## src/sv/cfd_pkg.sv

```systemverilog
// ----------------------------------------------------------------------------
// cfd_pkg
// Shared widths, codes and control structs of the central FCFS dispatcher.
// ----------------------------------------------------------------------------
package cfd_pkg;

  // Default sizing
  localparam int CPU_COUNT_DEF   = 16;
  localparam int QUEUE_DEPTH_DEF = 64;

  // Field widths
  localparam int CMD_W      = 3;
  localparam int TASK_W     = 16;
  localparam int WIDX_W     = 4;
  localparam int TIME_W     = 48;
  localparam int ST_W       = 2;
  localparam int PH_W       = 3;
  localparam int CFG_IDX_W  = 2;
  localparam int CFG_DATA_W = 32;
  localparam int QUANT_W    = 32;

  // Commands
  localparam logic [CMD_W-1:0] CMD_SPAWN    = 3'd0;
  localparam logic [CMD_W-1:0] CMD_BEGIN    = 3'd1;
  localparam logic [CMD_W-1:0] CMD_FINISH   = 3'd2;
  localparam logic [CMD_W-1:0] CMD_PREEMPT  = 3'd3;
  localparam logic [CMD_W-1:0] CMD_POLL     = 3'd4;

  // Worker phases
  localparam logic [PH_W-1:0] PH_IDLE      = 3'd0;
  localparam logic [PH_W-1:0] PH_QUEUING   = 3'd1;
  localparam logic [PH_W-1:0] PH_RUNNING   = 3'd2;
  localparam logic [PH_W-1:0] PH_FINISHED  = 3'd3;
  localparam logic [PH_W-1:0] PH_PREEMPTED = 3'd4;

  // Result status
  localparam logic [ST_W-1:0] ST_OK       = 2'd0;
  localparam logic [ST_W-1:0] ST_FULL     = 2'd1;
  localparam logic [ST_W-1:0] ST_BAD_IDX  = 2'd2;
  localparam logic [ST_W-1:0] ST_KEPT     = 2'd3;

  // Register indexes
  localparam logic [CFG_IDX_W-1:0] REG_WORKER_COUNT = 2'd0;
  localparam logic [CFG_IDX_W-1:0] REG_QUANTUM      = 2'd1;

  // Controller to datapath
  typedef struct packed {
    logic              latch;   // capture input item
    logic              exec;    // run a single-result command
    logic              poll_a;  // poll visit, first cycle
    logic              poll_b;  // poll visit, result cycle
    logic              last;    // final result of this item
    logic [WIDX_W-1:0] idx;     // worker being polled
  } ctrl_cmd_t;

  // Datapath to controller
  typedef struct packed {
    logic [CMD_W-1:0]  cmd;       // latched command
    logic [WIDX_W-1:0] n_workers; // workers to poll
    logic              out_free;  // result register can load
  } dp_status_t;

endpackage

```

## src/sv/cfd_if.sv

```systemverilog
// ----------------------------------------------------------------------------
// cfd_if
// Valid/ready channels of the dispatcher: input items, results, config.
// ----------------------------------------------------------------------------
interface cfd_in_if;
  logic                        valid;
  logic                        ready;
  logic [cfd_pkg::CMD_W-1:0]   command;
  logic [cfd_pkg::TASK_W-1:0]  task_id;
  logic [cfd_pkg::WIDX_W-1:0]  worker_index;
  logic [cfd_pkg::TIME_W-1:0]  now_time;
  modport source (output valid, command, task_id, worker_index, now_time, input ready);
  modport sink   (input valid, command, task_id, worker_index, now_time, output ready);
endinterface

interface cfd_out_if;
  logic                        valid;
  logic                        ready;
  logic [cfd_pkg::WIDX_W-1:0]  worker_slot;
  logic                        assign_valid;
  logic [cfd_pkg::TASK_W-1:0]  assigned_task;
  logic                        free_valid;
  logic [cfd_pkg::TASK_W-1:0]  freed_task;
  logic                        preempt_send;
  logic [cfd_pkg::ST_W-1:0]    status;
  logic                        last_result;
  modport source (output valid, worker_slot, assign_valid, assigned_task, free_valid,
                  freed_task, preempt_send, status, last_result, input ready);
  modport sink   (input valid, worker_slot, assign_valid, assigned_task, free_valid,
                  freed_task, preempt_send, status, last_result, output ready);
endinterface

interface cfd_cfg_if;
  logic                            valid;
  logic                            ready;
  logic [cfd_pkg::CFG_IDX_W-1:0]   index;
  logic [cfd_pkg::CFG_DATA_W-1:0]  data;
  modport source (output valid, index, data, input ready);
  modport sink   (input valid, index, data, output ready);
endinterface

```

## src/sv/central_fcfs_dispatcher_top.sv

```systemverilog
// ----------------------------------------------------------------------------
// central_fcfs_dispatcher_top
// Single-queue FCFS dispatcher with a preemption quantum.
// ----------------------------------------------------------------------------
// Spawn and worker events: an item is accepted in the idle state, then executed
// in the exec state once the result register is free. Poll: a visit state (queue
// RAM read), then a result state, per polled worker; results held off stall it.
// Reset (rst_ni low, asynchronous) idles all workers, empties the queue and
// loads worker_count with min(15, CPU_COUNT-1); no clearing pass is needed.
// ----------------------------------------------------------------------------
module central_fcfs_dispatcher_top #(
  parameter int CpuCount   = cfd_pkg::CPU_COUNT_DEF,
  parameter int QueueDepth = cfd_pkg::QUEUE_DEPTH_DEF
) (
  input  logic        clk_i,
  input  logic        rst_ni,
  cfd_in_if.sink      in_s,
  cfd_out_if.source   out_m,
  cfd_cfg_if.sink     cfg_s
);

  cfd_pkg::ctrl_cmd_t  ctrl_cmd;
  cfd_pkg::dp_status_t dp_status;
  logic                in_ready;

  // Sequencer
  cfd_ctrl u_ctrl (
    .clk_i      (clk_i),
    .rst_ni     (rst_ni),
    .in_valid_i (in_s.valid),
    .in_ready_o (in_ready),
    .status_i   (dp_status),
    .cmd_o      (ctrl_cmd)
  );

  // Datapath; it drives in_s.ready from the latch command
  cfd_datapath #(.CpuCount(CpuCount), .QueueDepth(QueueDepth)) u_dp (
    .clk_i    (clk_i),
    .rst_ni   (rst_ni),
    .in_s     (in_s),
    .out_m    (out_m),
    .cfg_s    (cfg_s),
    .cmd_i    (ctrl_cmd),
    .status_o (dp_status)
  );

  // Latch is raised only while the sequencer is ready
  a_latch_ready: assert property (@(posedge clk_i) disable iff (!rst_ni)
    ctrl_cmd.latch |-> in_ready)
    else $error("item latched while busy");

endmodule

```

## src/sv/cfd_ram.sv

```systemverilog
// ----------------------------------------------------------------------------
// cfd_ram
// Generic single-write, single-read RAM with registered read data.
// ----------------------------------------------------------------------------
module cfd_ram #(
  parameter int Width = 16,
  parameter int Depth = 64
) (
  input  logic                     clk_i,
  input  logic                     we_i,
  input  logic [$clog2(Depth)-1:0] waddr_i,
  input  logic [Width-1:0]         wdata_i,
  input  logic [$clog2(Depth)-1:0] raddr_i,
  output logic [Width-1:0]         rdata_o
);

  logic [Width-1:0] mem_q [Depth];

  // Write, and register the read
  always_ff @(posedge clk_i) begin
    if (we_i) begin
      mem_q[waddr_i] <= wdata_i;
    end
    rdata_o <= mem_q[raddr_i];
  end

endmodule

```

## src/sv/cfd_ctrl.sv

```systemverilog
// ----------------------------------------------------------------------------
// cfd_ctrl
// Sequencer: accepts items, runs single-result commands, steps the poll.
// ----------------------------------------------------------------------------
module cfd_ctrl (
  input  logic                   clk_i,
  input  logic                   rst_ni,
  input  logic                   in_valid_i,
  output logic                   in_ready_o,
  input  cfd_pkg::dp_status_t    status_i,
  output cfd_pkg::ctrl_cmd_t     cmd_o
);

  localparam logic [1:0] S_IDLE   = 2'd0;
  localparam logic [1:0] S_EXEC   = 2'd1;
  localparam logic [1:0] S_POLL_A = 2'd2;
  localparam logic [1:0] S_POLL_B = 2'd3;

  logic [1:0]                 state_q, state_d;
  logic [cfd_pkg::WIDX_W-1:0] idx_q, idx_d;
  logic                       is_last;

  assign in_ready_o = (state_q == S_IDLE);
  assign is_last    = (idx_q == status_i.n_workers);

  // Next state and commands
  always_comb begin
    state_d      = state_q;
    idx_d        = idx_q;
    cmd_o        = '0;
    cmd_o.idx    = idx_q;
    cmd_o.last   = is_last;
    case (state_q)
      S_IDLE: begin
        if (in_valid_i) begin
          cmd_o.latch = 1'b1;
          state_d     = S_EXEC;
        end
      end
      S_EXEC: begin
        case (status_i.cmd)
          cfd_pkg::CMD_SPAWN, cfd_pkg::CMD_BEGIN,
          cfd_pkg::CMD_FINISH, cfd_pkg::CMD_PREEMPT: begin
            if (status_i.out_free) begin
              cmd_o.exec = 1'b1;
              state_d    = S_IDLE;
            end
          end
          cfd_pkg::CMD_POLL: begin
            if (status_i.n_workers == '0) begin
              state_d = S_IDLE;
            end else begin
              idx_d   = cfd_pkg::WIDX_W'(1);
              state_d = S_POLL_A;
            end
          end
          default: state_d = S_IDLE;
        endcase
      end
      S_POLL_A: begin
        cmd_o.poll_a = 1'b1;
        state_d      = S_POLL_B;
      end
      S_POLL_B: begin
        if (status_i.out_free) begin
          cmd_o.poll_b = 1'b1;
          if (is_last) begin
            state_d = S_IDLE;
          end else begin
            idx_d   = idx_q + cfd_pkg::WIDX_W'(1);
            state_d = S_POLL_A;
          end
        end
      end
      default: state_d = S_IDLE;
    endcase
  end

  always_ff @(posedge clk_i or negedge rst_ni) begin
    if (!rst_ni) begin
      state_q <= S_IDLE;
      idx_q   <= '0;
    end else begin
      state_q <= state_d;
      idx_q   <= idx_d;
    end
  end

  // A poll result always follows the first visit cycle
  a_poll_order: assert property (@(posedge clk_i) disable iff (!rst_ni)
    cmd_o.poll_b |-> ($past(state_q) == S_POLL_A || $past(state_q) == S_POLL_B))
    else $error("poll result without visit");

  // Polled index stays within 1..n
  a_idx_range: assert property (@(posedge clk_i) disable iff (!rst_ni)
    (cmd_o.poll_a || cmd_o.poll_b) |-> (idx_q != '0 && idx_q <= status_i.n_workers))
    else $error("poll index out of range");

endmodule

```

## src/sv/cfd_datapath.sv

```systemverilog
// ----------------------------------------------------------------------------
// cfd_datapath
// Worker table, task queue, config registers and result register.
// ----------------------------------------------------------------------------
module cfd_datapath #(
  parameter int CpuCount   = cfd_pkg::CPU_COUNT_DEF,
  parameter int QueueDepth = cfd_pkg::QUEUE_DEPTH_DEF
) (
  input  logic                 clk_i,
  input  logic                 rst_ni,
  cfd_in_if.sink               in_s,
  cfd_out_if.source            out_m,
  cfd_cfg_if.sink              cfg_s,
  input  cfd_pkg::ctrl_cmd_t   cmd_i,
  output cfd_pkg::dp_status_t  status_o
);

  // Worker slots reachable through a 4-bit index
  localparam int NumW  = (CpuCount < 16) ? CpuCount : 16;
  localparam int IdxW  = $clog2(NumW);
  localparam int QAw   = $clog2(QueueDepth);
  localparam int WcRst = (15 < CpuCount - 1) ? 15 : CpuCount - 1;

  // Latched item
  logic [cfd_pkg::CMD_W-1:0]  cmd_q;
  logic [cfd_pkg::TASK_W-1:0] task_q;
  logic [cfd_pkg::WIDX_W-1:0] widx_q;
  logic [cfd_pkg::TIME_W-1:0] now_q;

  // Config
  logic [cfd_pkg::WIDX_W-1:0]  wcount_q;
  logic [cfd_pkg::QUANT_W-1:0] quantum_q;

  // Worker table
  logic [cfd_pkg::PH_W-1:0]   phase_q [NumW];
  logic [cfd_pkg::TASK_W-1:0] wtask_q [NumW];
  logic [cfd_pkg::TIME_W-1:0] start_q [NumW];
  logic [NumW-1:0]            mark_q;
  logic                       claimed_q;

  // Queue pointers
  logic [QAw-1:0] head_q, tail_q;
  logic [QAw:0]   count_q;
  logic           pushed_q, push_fail_q, was_empty_q;

  // Result register
  logic                       ovalid_q;
  logic [cfd_pkg::WIDX_W-1:0] oslot_q;
  logic                       oav_q, ofv_q, ops_q, olast_q;
  logic [cfd_pkg::TASK_W-1:0] oat_q, oft_q;
  logic [cfd_pkg::ST_W-1:0]   ost_q;

  // RAM port
  logic                       ram_we;
  logic [cfd_pkg::TASK_W-1:0] ram_wdata, ram_rdata;

  logic [IdxW-1:0]            pi, ei;
  logic [cfd_pkg::PH_W-1:0]   ph;
  logic                       q_full, q_empty, out_free, ev_bad, preempt_due;
  logic [cfd_pkg::TASK_W-1:0] popped;
  logic [QAw-1:0]             tail_inc, head_inc;

  assign pi      = cmd_i.idx[IdxW-1:0];
  assign ei      = widx_q[IdxW-1:0];
  assign ph      = phase_q[pi];
  assign q_full  = (count_q == (QAw+1)'(QueueDepth));
  assign q_empty = (count_q == '0);
  assign out_free = !ovalid_q || out_m.ready;
  assign ev_bad  = (widx_q == '0) || (int'(widx_q) >= CpuCount);
  assign tail_inc = (int'(tail_q) == QueueDepth - 1) ? '0 : tail_q + QAw'(1);
  assign head_inc = (int'(head_q) == QueueDepth - 1) ? '0 : head_q + QAw'(1);
  assign preempt_due = (quantum_q != '0) && !mark_q[pi] &&
      ({1'b0, now_q} > ({1'b0, start_q[pi]} + {17'b0, quantum_q}));
  // A task pushed onto an empty queue is popped straight back
  assign popped  = (was_empty_q && pushed_q) ? wtask_q[pi] : ram_rdata;

  assign in_s.ready  = cmd_i.latch;
  assign cfg_s.ready = 1'b1;

  assign status_o.cmd       = cmd_q;
  assign status_o.n_workers = wcount_q;
  assign status_o.out_free  = out_free;

  // Queue write port: spawn push or requeue of a preempted task
  always_comb begin
    ram_we    = 1'b0;
    ram_wdata = task_q;
    if (cmd_i.exec && cmd_q == cfd_pkg::CMD_SPAWN && claimed_q && !q_full) begin
      ram_we = 1'b1;
    end else if (cmd_i.poll_a && ph == cfd_pkg::PH_PREEMPTED && !q_full) begin
      ram_we    = 1'b1;
      ram_wdata = wtask_q[pi];
    end
  end

  cfd_ram #(.Width(cfd_pkg::TASK_W), .Depth(QueueDepth)) u_queue (
    .clk_i   (clk_i),
    .we_i    (ram_we),
    .waddr_i (tail_q),
    .wdata_i (ram_wdata),
    .raddr_i (head_q),
    .rdata_o (ram_rdata)
  );

  // Capture the accepted item
  always_ff @(posedge clk_i) begin
    if (cmd_i.latch && in_s.valid) begin
      cmd_q  <= in_s.command;
      task_q <= in_s.task_id;
      widx_q <= in_s.worker_index;
      now_q  <= in_s.now_time;
    end
  end

  // Config registers
  always_ff @(posedge clk_i or negedge rst_ni) begin
    if (!rst_ni) begin
      wcount_q  <= cfd_pkg::WIDX_W'(WcRst);
      quantum_q <= '0;
    end else if (cfg_s.valid) begin
      if (cfg_s.index == cfd_pkg::REG_WORKER_COUNT) begin
        if (int'(cfg_s.data[cfd_pkg::WIDX_W-1:0]) < CpuCount) begin
          wcount_q <= cfg_s.data[cfd_pkg::WIDX_W-1:0];
        end
      end else if (cfg_s.index == cfd_pkg::REG_QUANTUM) begin
        quantum_q <= cfg_s.data[cfd_pkg::QUANT_W-1:0];
      end
    end
  end

  // Worker table, queue pointers and result register
  always_ff @(posedge clk_i or negedge rst_ni) begin
    if (!rst_ni) begin
      for (int k = 0; k < NumW; k++) begin
        phase_q[k] <= cfd_pkg::PH_IDLE;
        wtask_q[k] <= '0;
        start_q[k] <= '0;
      end
      mark_q      <= '0;
      claimed_q   <= 1'b0;
      head_q      <= '0;
      tail_q      <= '0;
      count_q     <= '0;
      pushed_q    <= 1'b0;
      push_fail_q <= 1'b0;
      was_empty_q <= 1'b0;
      ovalid_q    <= 1'b0;
      oslot_q     <= '0;
      oav_q       <= 1'b0;
      oat_q       <= '0;
      ofv_q       <= 1'b0;
      oft_q       <= '0;
      ops_q       <= 1'b0;
      ost_q       <= cfd_pkg::ST_OK;
      olast_q     <= 1'b0;
    end else begin
      // Drop the result once transferred
      if (out_m.ready && !cmd_i.exec && !cmd_i.poll_b) begin
        ovalid_q <= 1'b0;
      end

      if (cmd_i.exec) begin
        ovalid_q <= 1'b1;
        oav_q    <= 1'b0;
        oat_q    <= '0;
        ofv_q    <= 1'b0;
        oft_q    <= '0;
        ops_q    <= 1'b0;
        olast_q  <= 1'b1;
        if (cmd_q == cfd_pkg::CMD_SPAWN) begin
          oslot_q <= '0;
          if (!claimed_q) begin
            claimed_q  <= 1'b1;
            wtask_q[0] <= task_q;
            phase_q[0] <= cfd_pkg::PH_QUEUING;
            ost_q      <= cfd_pkg::ST_KEPT;
          end else if (q_full) begin
            ost_q <= cfd_pkg::ST_FULL;
          end else begin
            tail_q  <= tail_inc;
            count_q <= count_q + (QAw+1)'(1);
            ost_q   <= cfd_pkg::ST_OK;
          end
        end else begin
          oslot_q <= widx_q;
          if (ev_bad) begin
            ost_q <= cfd_pkg::ST_BAD_IDX;
          end else begin
            ost_q <= cfd_pkg::ST_OK;
            case (cmd_q)
              cfd_pkg::CMD_BEGIN: begin
                phase_q[ei] <= cfd_pkg::PH_RUNNING;
                start_q[ei] <= now_q;
              end
              cfd_pkg::CMD_FINISH:  phase_q[ei] <= cfd_pkg::PH_FINISHED;
              default:              phase_q[ei] <= cfd_pkg::PH_PREEMPTED;
            endcase
          end
        end
      end

      // First visit cycle: requeue a preempted task, read the head
      if (cmd_i.poll_a) begin
        was_empty_q <= q_empty;
        pushed_q    <= 1'b0;
        push_fail_q <= 1'b0;
        if (ph == cfd_pkg::PH_PREEMPTED) begin
          if (q_full) begin
            push_fail_q <= 1'b1;
          end else begin
            pushed_q <= 1'b1;
            tail_q   <= tail_inc;
            count_q  <= count_q + (QAw+1)'(1);
          end
        end
      end

      // Result cycle of a visit
      if (cmd_i.poll_b) begin
        ovalid_q <= 1'b1;
        oslot_q  <= cmd_i.idx;
        olast_q  <= cmd_i.last;
        oav_q    <= 1'b0;
        oat_q    <= '0;
        ofv_q    <= 1'b0;
        oft_q    <= '0;
        ops_q    <= 1'b0;
        ost_q    <= cfd_pkg::ST_OK;
        if (ph == cfd_pkg::PH_RUNNING) begin
          if (preempt_due) begin
            ops_q      <= 1'b1;
            mark_q[pi] <= 1'b1;
          end
        end else if (ph != cfd_pkg::PH_QUEUING) begin
          if (ph == cfd_pkg::PH_FINISHED) begin
            ofv_q <= 1'b1;
            oft_q <= wtask_q[pi];
          end else if (ph == cfd_pkg::PH_PREEMPTED && push_fail_q) begin
            ost_q <= cfd_pkg::ST_FULL;
          end
          if (!q_empty) begin
            head_q      <= head_inc;
            count_q     <= count_q - (QAw+1)'(1);
            wtask_q[pi] <= popped;
            phase_q[pi] <= cfd_pkg::PH_QUEUING;
            mark_q[pi]  <= 1'b0;
            oav_q       <= 1'b1;
            oat_q       <= popped;
          end else begin
            phase_q[pi] <= cfd_pkg::PH_IDLE;
          end
        end
      end
    end
  end

  assign out_m.valid         = ovalid_q;
  assign out_m.worker_slot   = oslot_q;
  assign out_m.assign_valid  = oav_q;
  assign out_m.assigned_task = oat_q;
  assign out_m.free_valid    = ofv_q;
  assign out_m.freed_task    = oft_q;
  assign out_m.preempt_send  = ops_q;
  assign out_m.status        = ost_q;
  assign out_m.last_result   = olast_q;

  // Queue occupancy never passes its depth
  a_count_bound: assert property (@(posedge clk_i) disable iff (!rst_ni)
    count_q <= (QAw+1)'(QueueDepth))
    else $error("queue count overflow");

  // A new result never overwrites one still waiting
  a_no_overwrite: assert property (@(posedge clk_i) disable iff (!rst_ni)
    (cmd_i.exec || cmd_i.poll_b) |-> out_free)
    else $error("result overwritten");

  // The dispatcher claim is sticky
  a_claim_sticky: assert property (@(posedge clk_i) disable iff (!rst_ni)
    $past(claimed_q) |-> claimed_q)
    else $error("dispatcher claim lost");

endmodule

```

## src/flat_wrapper.sv

```systemverilog
// flat-port wrapper written by rule: the top's interface ports become plain ports
module central_fcfs_dispatcher_top_flat 
#(
  parameter int CpuCount   = cfd_pkg::CPU_COUNT_DEF,
  parameter int QueueDepth = cfd_pkg::QUEUE_DEPTH_DEF
)
  (clk_i, rst_ni, in_s_valid, in_s_command, in_s_task_id, in_s_worker_index, in_s_now_time, in_s_ready, out_m_valid, out_m_worker_slot, out_m_assign_valid, out_m_assigned_task, out_m_free_valid, out_m_freed_task, out_m_preempt_send, out_m_status, out_m_last_result, out_m_ready, cfg_s_valid, cfg_s_index, cfg_s_data, cfg_s_ready);
  cfd_in_if in_s_i ();
  cfd_out_if out_m_i ();
  cfd_cfg_if cfg_s_i ();
  input  logic clk_i;
  input  logic rst_ni;
  input wire logic [$bits(in_s_i.valid)-1:0] in_s_valid;
  input wire logic [$bits(in_s_i.command)-1:0] in_s_command;
  input wire logic [$bits(in_s_i.task_id)-1:0] in_s_task_id;
  input wire logic [$bits(in_s_i.worker_index)-1:0] in_s_worker_index;
  input wire logic [$bits(in_s_i.now_time)-1:0] in_s_now_time;
  output wire logic [$bits(in_s_i.ready)-1:0] in_s_ready;
  output wire logic [$bits(out_m_i.valid)-1:0] out_m_valid;
  output wire logic [$bits(out_m_i.worker_slot)-1:0] out_m_worker_slot;
  output wire logic [$bits(out_m_i.assign_valid)-1:0] out_m_assign_valid;
  output wire logic [$bits(out_m_i.assigned_task)-1:0] out_m_assigned_task;
  output wire logic [$bits(out_m_i.free_valid)-1:0] out_m_free_valid;
  output wire logic [$bits(out_m_i.freed_task)-1:0] out_m_freed_task;
  output wire logic [$bits(out_m_i.preempt_send)-1:0] out_m_preempt_send;
  output wire logic [$bits(out_m_i.status)-1:0] out_m_status;
  output wire logic [$bits(out_m_i.last_result)-1:0] out_m_last_result;
  input wire logic [$bits(out_m_i.ready)-1:0] out_m_ready;
  input wire logic [$bits(cfg_s_i.valid)-1:0] cfg_s_valid;
  input wire logic [$bits(cfg_s_i.index)-1:0] cfg_s_index;
  input wire logic [$bits(cfg_s_i.data)-1:0] cfg_s_data;
  output wire logic [$bits(cfg_s_i.ready)-1:0] cfg_s_ready;
  assign in_s_i.valid = in_s_valid;
  assign in_s_i.command = in_s_command;
  assign in_s_i.task_id = in_s_task_id;
  assign in_s_i.worker_index = in_s_worker_index;
  assign in_s_i.now_time = in_s_now_time;
  assign in_s_ready = in_s_i.ready;
  assign out_m_valid = out_m_i.valid;
  assign out_m_worker_slot = out_m_i.worker_slot;
  assign out_m_assign_valid = out_m_i.assign_valid;
  assign out_m_assigned_task = out_m_i.assigned_task;
  assign out_m_free_valid = out_m_i.free_valid;
  assign out_m_freed_task = out_m_i.freed_task;
  assign out_m_preempt_send = out_m_i.preempt_send;
  assign out_m_status = out_m_i.status;
  assign out_m_last_result = out_m_i.last_result;
  assign out_m_i.ready = out_m_ready;
  assign cfg_s_i.valid = cfg_s_valid;
  assign cfg_s_i.index = cfg_s_index;
  assign cfg_s_i.data = cfg_s_data;
  assign cfg_s_ready = cfg_s_i.ready;
  central_fcfs_dispatcher_top #(.CpuCount(CpuCount), .QueueDepth(QueueDepth)) u_core (.clk_i(clk_i), .rst_ni(rst_ni), .in_s(in_s_i), .out_m(out_m_i), .cfg_s(cfg_s_i));
endmodule
```

## config.mk

```make
export PLATFORM = sky130hd
export DESIGN_NAME = central_fcfs_dispatcher_top_flat
export DESIGN_NICKNAME = d
export VERILOG_FILES = /design/src/sv/cfd_pkg.sv /design/src/sv/cfd_if.sv /design/src/sv/central_fcfs_dispatcher_top.sv /design/src/sv/cfd_ram.sv /design/src/sv/cfd_ctrl.sv /design/src/sv/cfd_datapath.sv /design/src/flat_wrapper.sv
export SDC_FILE = /design/constraint.sdc
export NUM_CORES = 2
export LEC_CHECK = 0
export BUFFER_PORTS_ARGS = -buffer_cell sky130_fd_sc_hd__clkbuf_2
export CAP_MARGIN = 10
export CORE_ASPECT_RATIO = 0.5
export CORE_MARGIN = 10
export CORE_UTILIZATION = 64
export CTS_BUF_LIST = sky130_fd_sc_hd__clkbuf_8
export CTS_CLUSTER_SIZE = 10
export DETAILED_ROUTE_END_ITERATION = 10
export HOLD_SLACK_MARGIN = 0.15
export PLACE_DENSITY = 0.79
export SLEW_MARGIN = 20
export SYNTH_ARGS = -nofsm -noshare
export SYNTH_HDL_FRONTEND = slang
export SYNTH_SLANG_ARGS = --single-unit
```

## constraint.sdc

```tcl
create_clock -name clk_i -period 21.1 [get_ports clk_i]
set_input_delay 1.055 -clock clk_i [delete_from_list [all_inputs] [get_ports clk_i]]
set_output_delay 1.055 -clock clk_i [all_outputs]
set_load 0.005 [all_outputs]
```

Yosys cells after proc, flatten, opt, wreduce, memory -nomap -nowiden
Memories as Yosys holds them, arrays and structs flattened. A register that Yosys moved wholly into a read port is not among the register bits.
Index checks and enable logic that the tools add are counted.
{"block": "word_totals", "inputBits": 110, "ram_bits": 1024, "memories": 1, "reg_bits": 1267}
{"memory": "u_core.u_dp.u_queue.mem_q", "words": 64, "word_bits": 16, "rd": 1, "rd_clocked_by_memory_dff": 1, "wr": 1, "line": "cfd_ram.sv:17", "source": "logic [Width-1:0] mem_q [Depth];"}
{"block": "op_classes", "n_eq_ne": 24, "n_reduce_logical": 41, "magnitude_cmp": 7, "add_sub_neg": 6, "bitwise": 24, "n_mux": 133}
{"op": "$mux W256", "count": 4}
{"op": "$bwmux W768", "count": 1}
{"op": "$mux W48", "count": 9}
{"op": "$mux W16", "count": 22}
{"op": "$bwmux W256", "count": 1}
{"op": "$bmux W48 S4", "count": 1}
{"op": "$demux W48 S4", "count": 1}
{"op": "$and A32 B32 Y32", "count": 3}
{"op": "$not A32 Y32", "count": 3}
{"op": "$pmux W48 S2", "count": 1}
{"op": "$mux W7", "count": 11}
{"op": "$bmux W16 S4", "count": 1}
{"op": "$demux W16 S4", "count": 1}
{"op": "$or A16 B16 Y16", "count": 4}
{"op": "$mux W6", "count": 9}
{"op": "$add A48 B32 Y49", "count": 1}
{"op": "$gt A48 B49 Y1", "count": 1}
{"op": "$and A48 B48 Y48", "count": 1}
{"op": "$not A48 Y48", "count": 1}
{"op": "$mux W45", "count": 1}
{"op": "$mux W1", "count": 39}
{"op": "$and A16 B16 Y16", "count": 2}
{"op": "$not A16 Y16", "count": 2}
{"op": "$or A32 B32 Y32", "count": 1}
{"op": "other kinds (47)", "count": 114}

Logic depth before layout (Yosys ltp)
{"block": "logic_depth", "ltp_word": 16, "depth_mapped": 30}

Modules after synthesis
From an unflattened synthesis, not the netlist that was laid out.
{"block": "hier_totals", "hier_cells": 6028, "hier_area_um2": 99051.2}
{"mod": "cfd_datapath", "area_each_um2": 58646.2, "n_inst": 1, "cells_per_inst": 4164}
{"mod": "cfd_ram", "area_each_um2": 39978.3, "n_inst": 1, "cells_per_inst": 1820}
{"mod": "cfd_ctrl", "area_each_um2": 426.7, "n_inst": 1, "cells_per_inst": 44}

Least setup slack after synthesis
OpenSTA, ideal clock, no wires.
{"block": "synth_path", "kind": "input to output", "startpoint": "in in_s_valid", "endpoint": "out in_s_ready", "slack_ns": 13.760, "arrival_time_ns": 6.285, "stages": 1, "t_required_ns": 20.045, "cell_sequence": "nor3b_1"}
{"block": "synth_between", "elab_chain_len": 2}
{"item": "start: declaration", "line": "flat_wrapper.sv:13", "source": "input wire logic [$bits(in_s_i.valid)-1:0] in_s_valid;"}
{"item": "$mux W1", "line": "cfd_ctrl.sv:35", "source": "if (in_valid_i) begin"}
{"item": "$mux W1", "line": "cfd_ctrl.sv:33", "source": "case (state_q)"}
{"item": "end: declaration", "line": "flat_wrapper.sv:18", "source": "output wire logic [$bits(in_s_i.ready)-1:0] in_s_ready;"}
Every way passes these cells.

==> results.md <==
* Core region area at 152000 µm²
* Layout Nets at 6085
* Fmax at 0.123 GHz
* Worst rel slew slack at 20.9%
* Layout cells sized above 1 at 35.8%
* Setup TNS at 0 ns
* Worst R2R Setup Slack at 12.95 ns
* First-pass GRT wire length at 355000 µm
* Sequential area share after synthesis at 64.4%
* WL/cell at 28.5 µm
* Mean Syn Cell Area at 17.1 µm²
* DR iter-0 viols at 6125
* DRT antenna net count at 0
* Asr flop ratio synth at 51.8%
* Area growth, synth to finish at 8.91%
* Type of element capturing the critical path: flip-flop
* Crit path launch: u_core.u_ctrl.idx_q[0]
* # hold bufs at CTS at 0
* Die height at 297 µm
* Max VDD drop at 82.6 µV
* Post-Syn Nets at 5931
* Worst hold-check path type: in2async
* Vias at 54400
* DRT Pass-1 Iters at 11
* Synth Cell Area at 98000 µm²
* Worst R2R Path Depth at 23
* LEAKAGE at 0.0431 µW
* Total wire length at 233000 µm
* Inst Count DP at 7628
* Syn. warnings at 0
* Setup CP Type: reg2reg
* CTS tree: done
* Worst-Skew Late Latency at 0.95 ns
* Final setup violating endpoints at 0
* Post-layout min period at 8.15 ns
* Post-CTS Setup Bufs at 0
* Critical path arrival at 8.87 ns
* Port Buffers at 153
* R2R Path Start: u_core.u_ctrl.idx_q[0]
* Hold WS at 0.259 ns
* GR Util All Layers at 27.0%
* DP HPWL at 140000 µm
* Cell variety after synth at 75
* Finished Layout Cells at 8180
* CTS buffer count at 314
* Initial antenna violation count at 5
* Setup Skew at 0.0987 ns
* EDFF count, synth at 1095
* Initial Util at 64.5%
* RSZ-0062 raised after global routing: no
* DRC at 4
* Mapped Cells at 5732
* Status: finished, violations left
* Final Hold Fails at 0
* Num ports at 155
* Pwr Density at 115 nW/µm²
* # resized after CTS at 0
* CP required at 21.82 ns
* Clock Path Buffers at 4
* Htree depth at 5
* Crit path max fanout at 47
* Worst Tran Pin Value at 1.19 ns
* Die Width at 573 µm
* Largest net degree at the start of global routing at 169
* Gp weighted congestion at 0.875
* Worst setup SP type: flip-flop
* Yosys reg bits at 2307
* Violated checks: DRC
* Max Transition Viols Final at 0
* Ys flop type: dfrtp_1
* Rows at 101
* Global route overflow at 0
* Vias per std cell at 6.65
* Max-cap violation count at 0
* Die ar. at 170000 µm²
* TritonCTS Sinks at 2307
* Vias in the first global route at 56500
* Clock transition time at the flip-flop clock pins of the worst setup and hold paths at 0.07 ns
* Root Driver: clkbuf_8
* Final Cycle Share at 38.6%
where the power goes:
part / internal, µW / leakage (µW) / switching, µW
Clock: 1580 / 0.00343 / 1670
Combinational: 1480 / 0.0135 / 1750
Sequential: 5320 / 0.0263 / 464
Total: 8390 / 0.0431 / 3890
metrics by stage:
step	cell area [µm²]	power (µW)	utilization, %	setup WS (ns)
2_1_floorplan	98000	8000	-	13.76
3_3_place_gp	101000	8930	66.3	13.08
3_5_place_dp	101000	9080	66.3	13.05
4_1_cts	107000	12300	70.2	12.99
5_1_grt	107000	12800	70.3	12.39
6_report	107000	12300	70.3	12.95
sequential cells by signal (all words and copies together) (netlist names), 2 cells and up, named ones only:
signal	count
u_core.u_dp.phase_q	48
u_core.u_dp.wtask_q	256
u_core.u_dp.u_queue.mem_q	1024
u_core.u_ctrl.idx_q	4
u_core.u_dp.out_m.worker_slot	4
u_core.u_dp.head_q	6
u_core.u_dp.start_q	768
u_core.u_dp.tail_q	6
u_core.u_dp.u_queue.rdata_o	16
u_core.u_dp.wcount_q	4
u_core.u_dp.out_m.freed_task	16
u_core.u_dp.count_q	7
u_core.u_dp.quantum_q	32
u_core.u_dp.task_q	16
u_core.u_dp.cmd_q	3
u_core.u_dp.out_m.assigned_task	16
u_core.u_dp.ei	4
u_core.u_dp.out_m.status	2
u_core.u_ctrl.state_q	2
u_core.u_dp.now_q	48
synth_stat cells (50+ instances only):
cell	instances	area, µm²
o21ai_0	107	536
buf_1	133	499
nor2_1	363	1360
mux4_2	636	14300
ha_1	88	1100
nand2_1	164	616
dfrtp_1	1192	29800
edfxtp_1	1095	32900
clkbuf_1	221	830
mux2_2	771	8680
buf_2	55	275
a21oi_1	276	1380
mux2i_1	50	500
worst min path at each step:
stage,from,end,slack (ns),depth (start not counted)
2_1_floorplan,u_core.u_dp.start_q[753],u_core.u_dp.start_q[753],0.42,1
3_3_place_gp,u_core.u_dp.start_q[764],u_core.u_dp.start_q[764],0.36,0
3_5_place_dp,u_core.u_dp.start_q[764],u_core.u_dp.start_q[764],0.36,0
4_1_cts,rst_ni,u_core.u_dp.start_q[644],0.21,1
5_1_grt,in_s_command[2],u_core.u_dp.cmd_q[2],0.23,1
6_report,rst_ni,u_core.u_dp.start_q[641],0.26,1
worst max-delay path, cell delays in order (launching register included):
cell and delay [ns]:
dfrtp_4 1.01, buf_4 0.78, mux4_2 0.60, mux4_2 0.50, ha_1 0.25, fa_1 0.48, a211oi_1 0.34, o21ai_0 0.28
o2111ai_1 0.19, nand3_1 0.30, a41oi_1 0.55, nand2b_1 0.32, nor2_1 0.09, xnor2_1 0.13, ha_1 0.29, a21o_1 0.17
a21o_1 0.18, a2111oi_0 0.56, o211ai_1 0.20, nand4_1 0.14, a31oi_1 0.07, o31ai_2 0.09, buf_4 0.30, o32ai_2 0.11
kinds of logic (layout without fill, tap and decap cells):
family          after synthesis  count (layout)  share of synthesized area (%)
flops                      2307            2307                           64.4
mux                        1498            1498                           25.0
fa+ha+maj                    89              89                           1.14
other cells                   1               4                        0.00383
compound gates              566             566                           3.44
simple gates                732             732                           3.34
buf+inv                     481             866                           2.12
xor+xnor                     58              58                          0.518
placed cells by master (no fill, tap or decap), types with 19 or more instances in the layout:
| master | instances |
|---|---|
| dfrtp_1 | 1184 |
| edfxtp_1 | 1095 |
| mux2_2 | 755 |
| mux4_2 | 636 |
| clkbuf_8 | 360 |
| nor2_1 | 331 |
| a21oi_1 | 276 |
| nand2_1 | 162 |
| inv_1 | 152 |
| clkbuf_2 | 152 |
| buf_4 | 118 |
| o21ai_0 | 106 |
| ha_1 | 88 |
| mux2i_1 | 50 |
| nor3_1 | 33 |
| nand3_1 | 31 |
| a21o_1 | 31 |
| xnor2_1 | 30 |
| xor2_1 | 28 |
| clkinv_1 | 27 |
| mux4_1 | 24 |
| nand4_1 | 24 |
| a22o_1 | 23 |
| a22oi_1 | 23 |
| nor2_2 | 21 |
| clkinv_2 | 21 |
| and3_1 | 19 |
routing by layer:
layer / wire (µm) / GRT usage, % / up-vias
li1: - / - / 22500
met1: 95500 / 39.0 / 28800
met2: 111000 / 42.0 / 2597
met3: 18800 / 5.46 / 509
met4: 7670 / 8.67 / 4
met5: 24 / 0 / -
cell type report:
| class | instances | area [µm²] |
|---|---|---|
| Multi-Input combinational cell | 2944 | 33200 |
| Fill cell | 9366 | 45200 |
| Inverter | 37 | 139 |
| Clock inverter | 187 | 893 |
| Tap cell | 2060 | 2580 |
| Timing Repair Buffer | 282 | 1840 |
| Antenna cell | 3 | 7.51 |
| Clock buffer | 360 | 4950 |
| Sequential cell | 2307 | 63200 |
Power figures use the tool's default switching activity.
